`src/hdl/mdas_pkg.sv`:
```
// shared constants, codes and controller/datapath interface types for the
// multidimensional array store; no dependencies
package mdas_pkg;

   localparam int FIELD_DIMS        = 4;
   localparam int MAX_DIMS          = 4;
   localparam int DIM_IDX_W         = $clog2(FIELD_DIMS);
   localparam int INDEX_W           = 12;
   localparam int SIZE_W            = 13;
   localparam int STRIDE_W          = 13;
   localparam int NDIM_W            = 3;
   localparam int VALUE_W           = 32;
   localparam int STATUS_W          = 2;
   localparam int CSR_ADDR_W        = 3;
   localparam int CSR_DATA_W        = 13;
   localparam int DEF_STORE_DEPTH   = 4096;
   localparam int DEF_ELEM_WIDTH    = 32;

   // register indexes
   localparam logic [CSR_ADDR_W-1:0] REG_NUM_DIMS  = 3'd0;
   localparam logic [CSR_ADDR_W-1:0] REG_SIZE_DIM0 = 3'd1;
   localparam logic [CSR_ADDR_W-1:0] REG_SIZE_DIM1 = 3'd2;
   localparam logic [CSR_ADDR_W-1:0] REG_SIZE_DIM2 = 3'd3;
   localparam logic [CSR_ADDR_W-1:0] REG_SIZE_DIM3 = 3'd4;

   // reset values of the shape registers
   localparam logic [NDIM_W-1:0] RST_NUM_DIMS  = 3'd1;
   localparam logic [SIZE_W-1:0] RST_SIZE_DIM0 = 13'd4096;
   localparam logic [SIZE_W-1:0] RST_SIZE_REST = 13'd1;

   localparam logic [STATUS_W-1:0] STATUS_OK    = 2'd0;
   localparam logic [STATUS_W-1:0] STATUS_RANGE = 2'd1;
   localparam logic [STATUS_W-1:0] STATUS_SHAPE = 2'd2;

   typedef struct packed {
      logic                 clear_step;
      logic                 derive_init;
      logic                 derive_step;
      logic                 capture;
      logic                 mac_init;
      logic                 mac_step;
      logic                 mem_access;
      logic                 respond;
      logic [DIM_IDX_W-1:0] dim;
   } mdas_cmd_type;

   typedef struct packed {
      logic                 clear_last;
      logic                 shape_ok;
      logic                 index_ok;
      logic [DIM_IDX_W-1:0] last_dim;
   } mdas_stat_type;

endpackage

```
`src/hdl/mdas_ctrl.sv`:
```
// sequencer for clearing, stride derivation and element access
// depends on mdas_pkg
module mdas_ctrl (
   input  logic                    clock,
   input  logic                    reset,
   input  logic                    start,
   input  logic                    csr_we,
   input  mdas_pkg::mdas_stat_type stat,
   output mdas_pkg::mdas_cmd_type  cmd,
   output logic                    busy
);
   import mdas_pkg::*;

   typedef enum logic [2:0] {
      ST_CLEAR,
      ST_IDLE,
      ST_DINIT,
      ST_DSTEP,
      ST_CHECK,
      ST_MAC,
      ST_MEM,
      ST_RESP
   } state_type;

   state_type            state_ff, state_in;
   logic [DIM_IDX_W-1:0] step_ff, step_in;
   logic                 pend_ff, pend_in;

   always_comb begin
      state_in = state_ff;
      step_in  = step_ff;
      pend_in  = pend_ff | csr_we;
      cmd      = '0;
      unique case (state_ff)
         ST_CLEAR: begin
            cmd.clear_step = 1'b1;
            if (stat.clear_last) begin
               state_in = ST_IDLE;
            end
         end
         ST_IDLE: begin
            // a pending shape change is folded in before any access
            if (pend_ff) begin
               state_in = ST_DINIT;
            end else if (start) begin
               cmd.capture = 1'b1;
               state_in    = ST_CHECK;
            end
         end
         ST_DINIT: begin
            cmd.derive_init = 1'b1;
            pend_in         = csr_we;
            step_in         = stat.last_dim;
            state_in        = ST_DSTEP;
         end
         ST_DSTEP: begin
            cmd.derive_step = 1'b1;
            cmd.dim         = step_ff;
            if (step_ff == '0) begin
               state_in = ST_IDLE;
            end else begin
               step_in = step_ff - 1'b1;
            end
         end
         ST_CHECK: begin
            cmd.mac_init = 1'b1;
            step_in      = '0;
            if (stat.shape_ok && stat.index_ok) begin
               state_in = ST_MAC;
            end else begin
               state_in = ST_RESP;
            end
         end
         ST_MAC: begin
            cmd.mac_step = 1'b1;
            cmd.dim      = step_ff;
            if (step_ff == stat.last_dim) begin
               state_in = ST_MEM;
            end else begin
               step_in = step_ff + 1'b1;
            end
         end
         ST_MEM: begin
            cmd.mem_access = 1'b1;
            state_in       = ST_RESP;
         end
         ST_RESP: begin
            cmd.respond = 1'b1;
            state_in    = ST_IDLE;
         end
         default: begin
            state_in = ST_CLEAR;
         end
      endcase
   end

   assign busy = (state_ff != ST_IDLE) || pend_ff;

   always_ff @(posedge clock) begin
      if (reset) begin
         state_ff <= ST_CLEAR;
         step_ff  <= '0;
         pend_ff  <= 1'b1;
      end else begin
         state_ff <= state_in;
         step_ff  <= step_in;
         pend_ff  <= pend_in;
      end
   end

endmodule

```
`config.mk`:
```
export PLATFORM = sky130hd
export DESIGN_NAME = mdas_ctrl
export DESIGN_NICKNAME = d
export VERILOG_FILES = /design/src/hdl/mdas_pkg.sv /design/src/hdl/mdas_ctrl.sv
export SDC_FILE = /design/constraint.sdc
export NUM_CORES = 1
export LEC_CHECK = 0
export BUFFER_PORTS_ARGS = -buffer_cell sky130_fd_sc_hd__buf_2
export CORE_AREA = 2 2 39 41
export CTS_BUF_LIST = sky130_fd_sc_hd__clkbuf_16
export DETAILED_ROUTE_END_ITERATION = 8
export DIE_AREA = 0 0 41 43
export REMOVE_ABC_BUFFERS = 1
export SLEW_MARGIN = 30
export SYNTH_ARGS = -nofsm -noshare
export SYNTH_HDL_FRONTEND = slang
export SYNTH_SLANG_ARGS = --single-unit
```
`constraint.sdc`:
```
create_clock -name clock -period 3.2 [get_ports clock]
set_input_delay 0.32 -clock clock [delete_from_list [all_inputs] [get_ports clock]]
set_output_delay 0.32 -clock clock [all_outputs]
set_load 0.02 [all_outputs]
```
* After elaboration in Yosys (flattened, before gate mapping) *
Index checks and enable logic that the tools add are counted.

word-level totals
  register bits after elaboration = 6
  latch bits = 0
  RAM bits = 0
  memory bits (read-only) = 0
  input port bits = 9
  word-level logic and storage cells = 51
  memories = 0

operators by class
  add/sub/neg operators = 2
  multipliers = 0
  divide/modulo/power cells = 0
  order comparisons = 0
  equal/unequal tests = 15
  shift operators = 0
  multiplexer cells = 22
  bitwise gates (word level) = 1
  reduce and logical (&&, ||, !) cells = 8

operators with widths
  cell                                                                   count
  3-bit one-hot mux with 8 select lines                                  1
  3-bit two-way mux                                                      5
  3-bit equality test, second input constant                             4
  1-bit two-way mux                                                      11
  2-bit != test, second input constant                                   5
  2-bit two-way mux                                                      4
  2-bit one-hot mux with 4 select lines                                  1
  3-bit by 2-bit equality test with 1-bit output, second input constant  2
  4-bit AND reduction                                                    1
  4-bit nonzero test                                                     1
  3-bit by 1-bit equality test with 1-bit output, second input constant  1
  3-bit zero test                                                        1
  3-bit by 1-bit != test with 1-bit output, second input constant        1
  3-bit != test, second input constant                                   1
  3-bit AND reduction                                                    1
  2-bit by 1-bit adder with 2-bit output, second input constant          1
  2-bit equality test                                                    1
  2-bit zero test                                                        1
  2-bit OR reduction                                                     1
  2-bit by 1-bit subtractor with 2-bit output, second input constant     1
  1-bit logical AND                                                      1
  1-bit logical OR                                                       1
  1-bit OR                                                               1

* Depth between registers and ports, before layout *
Gate-level depths: netlist of run 1.

  word-level depth = 3
  gate-level depth with buffers = 5
  depth with buffers taken out = 4

* Worst setup path after synthesis of run 1 *
OpenSTA, ideal clock, no wires.

  kind = reg2out
  start point = register state_ff[0]
  end point = output port cmd[6] (netlist bit)
  arrival time = 1321 ps
  required time = 2880 ps
  slack = 1559 ps
  cell stages (with the launch flop) = 5
  cell sequence = dfxtp_1 > clkbuf_1 > buf_2 > nand3_1 > nor2_1

RTL lines
  item                    line              text
  start, declared         mdas_ctrl.sv:25   state_type state_ff, state_in;
  start signal, assigned  mdas_ctrl.sv:105  state_ff <= state_in;
  end, declared           mdas_ctrl.sv:9    output mdas_pkg::mdas_cmd_type cmd,

==> results of run 1 <==
==> registers in the layout (all words and copies together) (netlist names) <==
register / flops
step_ff: 2
pend_ff: 1
state_ff: 3
==> per-layer routing <==
layer / track usage / part of all wire
met3: 0.04712 / 0.074
met1: 0.2330 / 0.46
met4: 0.06000 / 0.0098
met2: 0.2031 / 0.45
met5: 0 / 0
==> cell type report <==
| class | count | area, um^2 |
|---|---|---|
| fillers | 142 | 735.7 |
| inverters | 4 | 15.01 |
| flip-flops and latches | 6 | 120.1 |
| multi-input cells | 53 | 322.8 |
| repair buffers | 19 | 95.09 |
| well taps | 16 | 20.02 |
| clock buffers | 3 | 75.07 |
==> power by group through the flow <==
stage          sequential, mW  combinational, mW  clock (mW)
6_report                0.102             0.0604       0.200
5_1_grt                 0.106             0.0673       0.209
4_1_cts                 0.102             0.0606       0.201
3_5_place_dp            0.103             0.0599           0
3_3_place_gp            0.103             0.0606           0
2_1_floorplan          0.0981             0.0439           0
==> metrics by stage <==
stage	hold WS, ns	setup WS (ns)
detailed placement	0.5221	1.616
global route	0.3394	1.166
finish	0.2927	1.343
floorplan	0.3891	1.617
CTS	0.2955	1.371
global placement	0.5309	1.636
==> final timing paths <==
path | end | slack (ns) | startpoint
setup reg to reg | step_ff[1]$_SDFFE_PP0P_ | 1.69 | state_ff[2]$_SDFFE_PP0P_
hold reg to reg | pend_ff$_SDFF_PP1_ | 0.53 | pend_ff$_SDFF_PP1_
setup / recovery | cmd[8] | 1.34 | state_ff[1]$_SDFFE_PP0P_
hold / removal | pend_ff$_SDFF_PP1_ | 0.29 | csr_we
==> cell usage in the layout, fill, tap and decap left out, types with 2 or more instances in the layout <==
| cell | synthesis | final |
|---|---|---|
| a31oi_1 | 3 | 3 |
| nand2_1 | 7 | 7 |
| nor3_1 | 3 | 3 |
| o21ai_0 | 3 | 3 |
| xnor2_1 | 2 | 2 |
| nand3_1 | 2 | 2 |
| a21oi_1 | 4 | 4 |
| xnor2_2 | 2 | 2 |
| buf_2 | 3 | 19 |
| nor2_1 | 12 | 12 |
| dfxtp_1 | 6 | 6 |
| clkbuf_16 | 0 | 3 |
| inv_1 | 4 | 4 |
==> worst max-delay path, stage by stage (launching register included) <==
cell and delay [ns]:
dfxtp_1 0.66, inv_1 0.20, nor3_1 0.25, buf_2 0.21
==> logic make-up after synthesis <==
family	share of synthesized area
AOI/OAI and AO/OA	0.2455
muxes	0.02067
xor gates and xnor gates	0.1034
DFF	0.2481
and+or+nand+nor	0.2972
buffers and inverters	0.08525
==> results.sh, run 1 <==
export IMPL_drc_errors=0
export IMPL_postRouteAntennaNets=0
export IMPL_drt_total_wl_mm=1.121
export IMPL_reg2reg_depth=4
export IMPL_grt_setup_unrepaired="no"
export IMPL_path_max_fanout=16
export IMPL_area_delta_synth_final_pct=33.85
export IMPL_end_kind="primary output"
export IMPL_yosysSeqAreaShare=0.2481
export IMPL_first_iter_violations=12
export IMPL_drive_gt1_frac=0.2941
export IMPL_gr_total_overflow=0
export IMPL_die_x_um=41
export IMPL_row_count=14
export IMPL_fin_skew_ns=0.001101
export IMPL_clock_latency_ns=0.23
export IMPL_combPwrFrac=0.167
export IMPL_maxSlewViolCount=0
export IMPL_setup_violations=0
export IMPL_path_class="reg2out"
export IMPL_start_util=0.3499
export IMPL_ios=20
export IMPL_synth_edf_count=0
export IMPL_grt_max_degree=20
export IMPL_seq_power_share=0.282
export IMPL_yosys_top_cells_area="dfxtp_1 (25%), nor2_1 (9.3%), xnor2_2 (6.7%), nand2_1 (5.4%), a21oi_1 (4.1%)"
export IMPL_p_int_uw=270.6
export IMPL_fin_area_um2=648.1
export IMPL_net_switching_power_uw=91.90
export IMPL_swShare=0.2535
export IMPL_cts_hold_buf=0
export IMPL_powerDensity_nw_per_um2=559.3
export IMPL_synth_seq_cells=6
export IMPL_fin_crit_ns=1.857
export IMPL_leakagePower_nw=0.2894
export IMPL_synth_main_ff_cell="dfxtp_1"
export IMPL_postCtsSetupRepairBufs=0
export IMPL_cts_root_buf="clkbuf_16"
export IMPL_hold_depth=3
export IMPL_cts_tree="done"
export IMPL_syn_inst=69
export IMPL_post_cts_resized=0
export IMPL_instances_no_fill=101
export IMPL_dr_pass1_iters=4
export IMPL_max_slew_margin=0.6348
export IMPL_hold_viol_final=0
export IMPL_syn_area_um2=484.2
export IMPL_arrival_ns=1.54
export IMPL_yosysTopAreaCell="dfxtp_1"
export IMPL_cts_buffers=3
export IMPL_synth_area_per_cell_um2=7.018
export IMPL_cts_clk_slew_worst_paths_ns=0.03
export IMPL_cts_sinks=6
export IMPL_clock_fmax_ghz=0.5384
export IMPL_wl_per_cell_um=11.10
export IMPL_grt_pass1_vias=434
export IMPL_synth_most_common_cell="nor2_1"
export IMPL_yosys_warnings=0
export IMPL_synth_top_cell_area_share=0.2481
export IMPL_setup_tns_final_ns=0
export IMPL_hpwl_um=778.6
export IMPL_post_route_period_util=0.5804
export IMPL_drv_cap=0
export IMPL_yosysUniqueCellTypes=28
export IMPL_dp_cells=98
export IMPL_core_area_um2=1384
export IMPL_critPathRequiredTime_ns=2.88
export IMPL_start_kind="flip-flop"
export IMPL_tightest_slew_ns=0.5471
export IMPL_track_usage=0.1559
export IMPL_htreeDepth=1
export IMPL_gp_congestion=0.6897
export IMPL_synthTopCellsByCount="nor2_1 (12), nand2_1 (7), dfxtp_1 (6)"
export IMPL_die_area_um2=1763
export IMPL_ir_worst_vdd_v=0.0004263
export IMPL_antennaDiodeCount=0
export IMPL_via_per_inst=4.990
export IMPL_grt_pass1_wl_mm=1.904
export IMPL_num_vias=504
export IMPL_place_area_um2=573.1
export IMPL_clkPwrFrac=0.551
export IMPL_async_flop_share=0
export IMPL_die_y_um=43
export IMPL_nets=96
export IMPL_worstHoldPathType="in2reg"
export IMPL_status="completed"
export IMPL_fin_util=0.4684
export IMPL_power_uw=362.5
export IMPL_antenna_found_initial=0
export IMPL_port_buffers=19
export IMPL_cts_buffer_depth=2
No activity file was read; power rests on OpenSTA's default activity.
==> run 2: changes to the inputs <==
--- a/config.mk
+++ b/config.mk
@@ -10,6 +10,7 @@
 export CTS_BUF_LIST = sky130_fd_sc_hd__clkbuf_16
 export DETAILED_ROUTE_END_ITERATION = 8
 export DIE_AREA = 0 0 41 43
+export PLACE_DENSITY = 0.66
 export REMOVE_ABC_BUFFERS = 1
 export SLEW_MARGIN = 30
 export SYNTH_ARGS = -nofsm -noshare
==> constraint.sdc (replaced) <==
create_clock -name clock -period 1.59 [get_ports clock]
set_input_delay 0.159 -clock clock [delete_from_list [all_inputs] [get_ports clock]]
set_output_delay 0.159 -clock clock [all_outputs]
set_load 0.02 [all_outputs]
==> results.sh, run 2 (same netlist as run 1, synthesis figures left out) <==
export IMPL_status="completed"
export IMPL_power_uw=754.3
export IMPL_grt_setup_unrepaired="no"
export IMPL_reg2reg_depth=4
export IMPL_ios=20
export IMPL_fin_area_um2=679.4
export IMPL_crit_chain="buf_4 -> xnor2_1 -> nor2_1 -> buf_2"
export IMPL_drv_cap=0
export IMPL_nFillCells=152
export IMPL_setup_tns_final_ns=0
export IMPL_path_max_fanout=12
export IMPL_post_route_period_util=0.9402
export IMPL_postRouteAntennaNets=0
export IMPL_cts_buffers=3
export IMPL_grt_pass1_vias=461
export IMPL_hold_depth=3
export IMPL_instances_no_fill=105
export IMPL_cts_tree="done"
export IMPL_path_class="reg2out"
export IMPL_powerDensity_nw_per_um2=1110
export IMPL_first_iter_violations=6
export IMPL_drt_total_wl_mm=1.151
export IMPL_dr_pass1_iters=4
export IMPL_track_usage=0.1536
export IMPL_maxSlewViolCount=0
export IMPL_fin_skew_ns=0.0002057
export IMPL_fin_hold_ws_ns=0.1200
export IMPL_max_slew_margin=0.7543
export IMPL_seqCellArea_um2=121.4
export IMPL_port_buffers=19
export IMPL_worstHoldPathType="in2reg"
export IMPL_crit_path_max_incr_delay_ns=0.52
export IMPL_fin_crit_ns=1.495
export IMPL_cts_sinks=6
export IMPL_die_y_um=43
export IMPL_dp_cells=102
export IMPL_start_kind="flip-flop"
export IMPL_fin_util=0.4910
export IMPL_tightest_slew_ns=0.3680
export IMPL_reg_top3="state_ff (3), step_ff (2), pend_ff (1)"
export IMPL_htreeDepth=1
export IMPL_arrival_ns=1.34
export IMPL_place_area_um2=603.1
export IMPL_cp_top_family="flip-flops"
export IMPL_crit_buf_inv=2
export IMPL_final_common_cell="buf_2"
export IMPL_worst_path_stages=4
export IMPL_gp_congestion=0.6955
export IMPL_cts_root_buf="clkbuf_16"
export IMPL_hpwl_um=877.1
export IMPL_grt_pass1_wl_mm=1.890
export IMPL_die_area_um2=1763
export IMPL_critPathRequiredTime_ns=1.43
export IMPL_row_count=14
export IMPL_setup_violations=0
export IMPL_setup_ws_ns=0.09503
export IMPL_clock_fmax_ghz=0.6689
export IMPL_gr_total_overflow=0
export IMPL_ir_worst_vdd_v=0.0008298
export IMPL_grt_max_degree=14
export IMPL_core_area_um2=1384
export IMPL_hold_viol_final=0
export IMPL_critPathSlowestCell="dfxtp_1"
export IMPL_clock_latency_ns=0.23
export IMPL_drc_errors=0
export IMPL_postCtsSetupRepairBufs=0
export IMPL_via_per_inst=5.162
export IMPL_end_kind="primary output"
export IMPL_cts_clk_slew_worst_paths_ns=0.03
export IMPL_largest_register="state_ff"
export IMPL_die_x_um=41
export IMPL_largest_register_ffs=3
export IMPL_antennaDiodeCount=0
export IMPL_preCtsSetupSlack_ns=0.2755
export IMPL_antenna_found_initial=0
export IMPL_start_util=0.3499
export IMPL_nets=100
export IMPL_area_delta_synth_final_pct=40.31
export IMPL_num_vias=542
export IMPL_drive_gt1_frac=0.3371
export IMPL_final_cell_mix="buf_2 (19), nor2_1 (12), nand2_1 (7), dfxtp_1 (5)"
export IMPL_wl_per_cell_um=10.96
export IMPL_leakagePower_nw=0.3107
export IMPL_cts_buffer_depth=2
export IMPL_multi_input_area_um2=322.8
## run 2: changes by cell type in the layout (fill, tap and decap cells not counted)
| cell | before | now |
|---|---|---|
| dfxtp_1 | 6 | 5 |
| buf_4 | 0 | 4 |
| dfxtp_2 | 0 | 1 |
## run 2: tightest hold or removal path, delay by kind of cell
family                 cells  cell delay (ns)
buffers and inverters      1             0.07
AO/OA/AOI/OAI              1             0.05
AND/OR/NAND/NOR            1             0.03
## run 2: cell type report
| cell class | count | share of cell area |
|---|---|---|
| Sequential cell | 6 | 0.1786 |
| Tap cell | 16 | 0.02947 |
| Inverter | 4 | 0.02210 |
| Clock buffer | 3 | 0.1105 |
| Multi-Input combinational cell | 53 | 0.4751 |
| Timing Repair Buffer | 23 | 0.1842 |
## run 2: per-layer routing
layer,global-route usage,vias up,share of wire
met3,0.03141,2,0.063
met2,0.2344,19,0.46
li1,-,283,-
met4,0.06000,0,0.018
met1,0.2026,238,0.45
met5,0,-,0
## run 2: report_power, final
| group | internal, mW | leakage [nW] | switching (mW) | total (mW) |
|---|---|---|---|---|
| sequential | 0.165 | 0.0494 | 0.0305 | 0.195 |
| clock | 0.323 | 0.0370 | 0.0870 | 0.410 |
| combinational | 0.0708 | 0.224 | 0.0783 | 0.149 |
| total | 0.559 | 0.311 | 0.196 | 0.754 |
## run 2: final timing paths
kind,slack [ns],to,from
worst max-delay path,0.1,cmd[1],state_ff[2]$_SDFFE_PP0P_
worst min-delay path,0.12,pend_ff$_SDFF_PP1_,csr_we
worst max register to register,0.28,state_ff[1]$_SDFFE_PP0P_,step_ff[0]$_SDFFE_PP0P_
worst min register to register,0.52,pend_ff$_SDFF_PP1_,pend_ff$_SDFF_PP1_
## run 2: what timing repair did
item                       4_1_cts  5_1_grt
resized for setup                0        1
setup endpoints to repair        0        1
hold buffers                     0        0
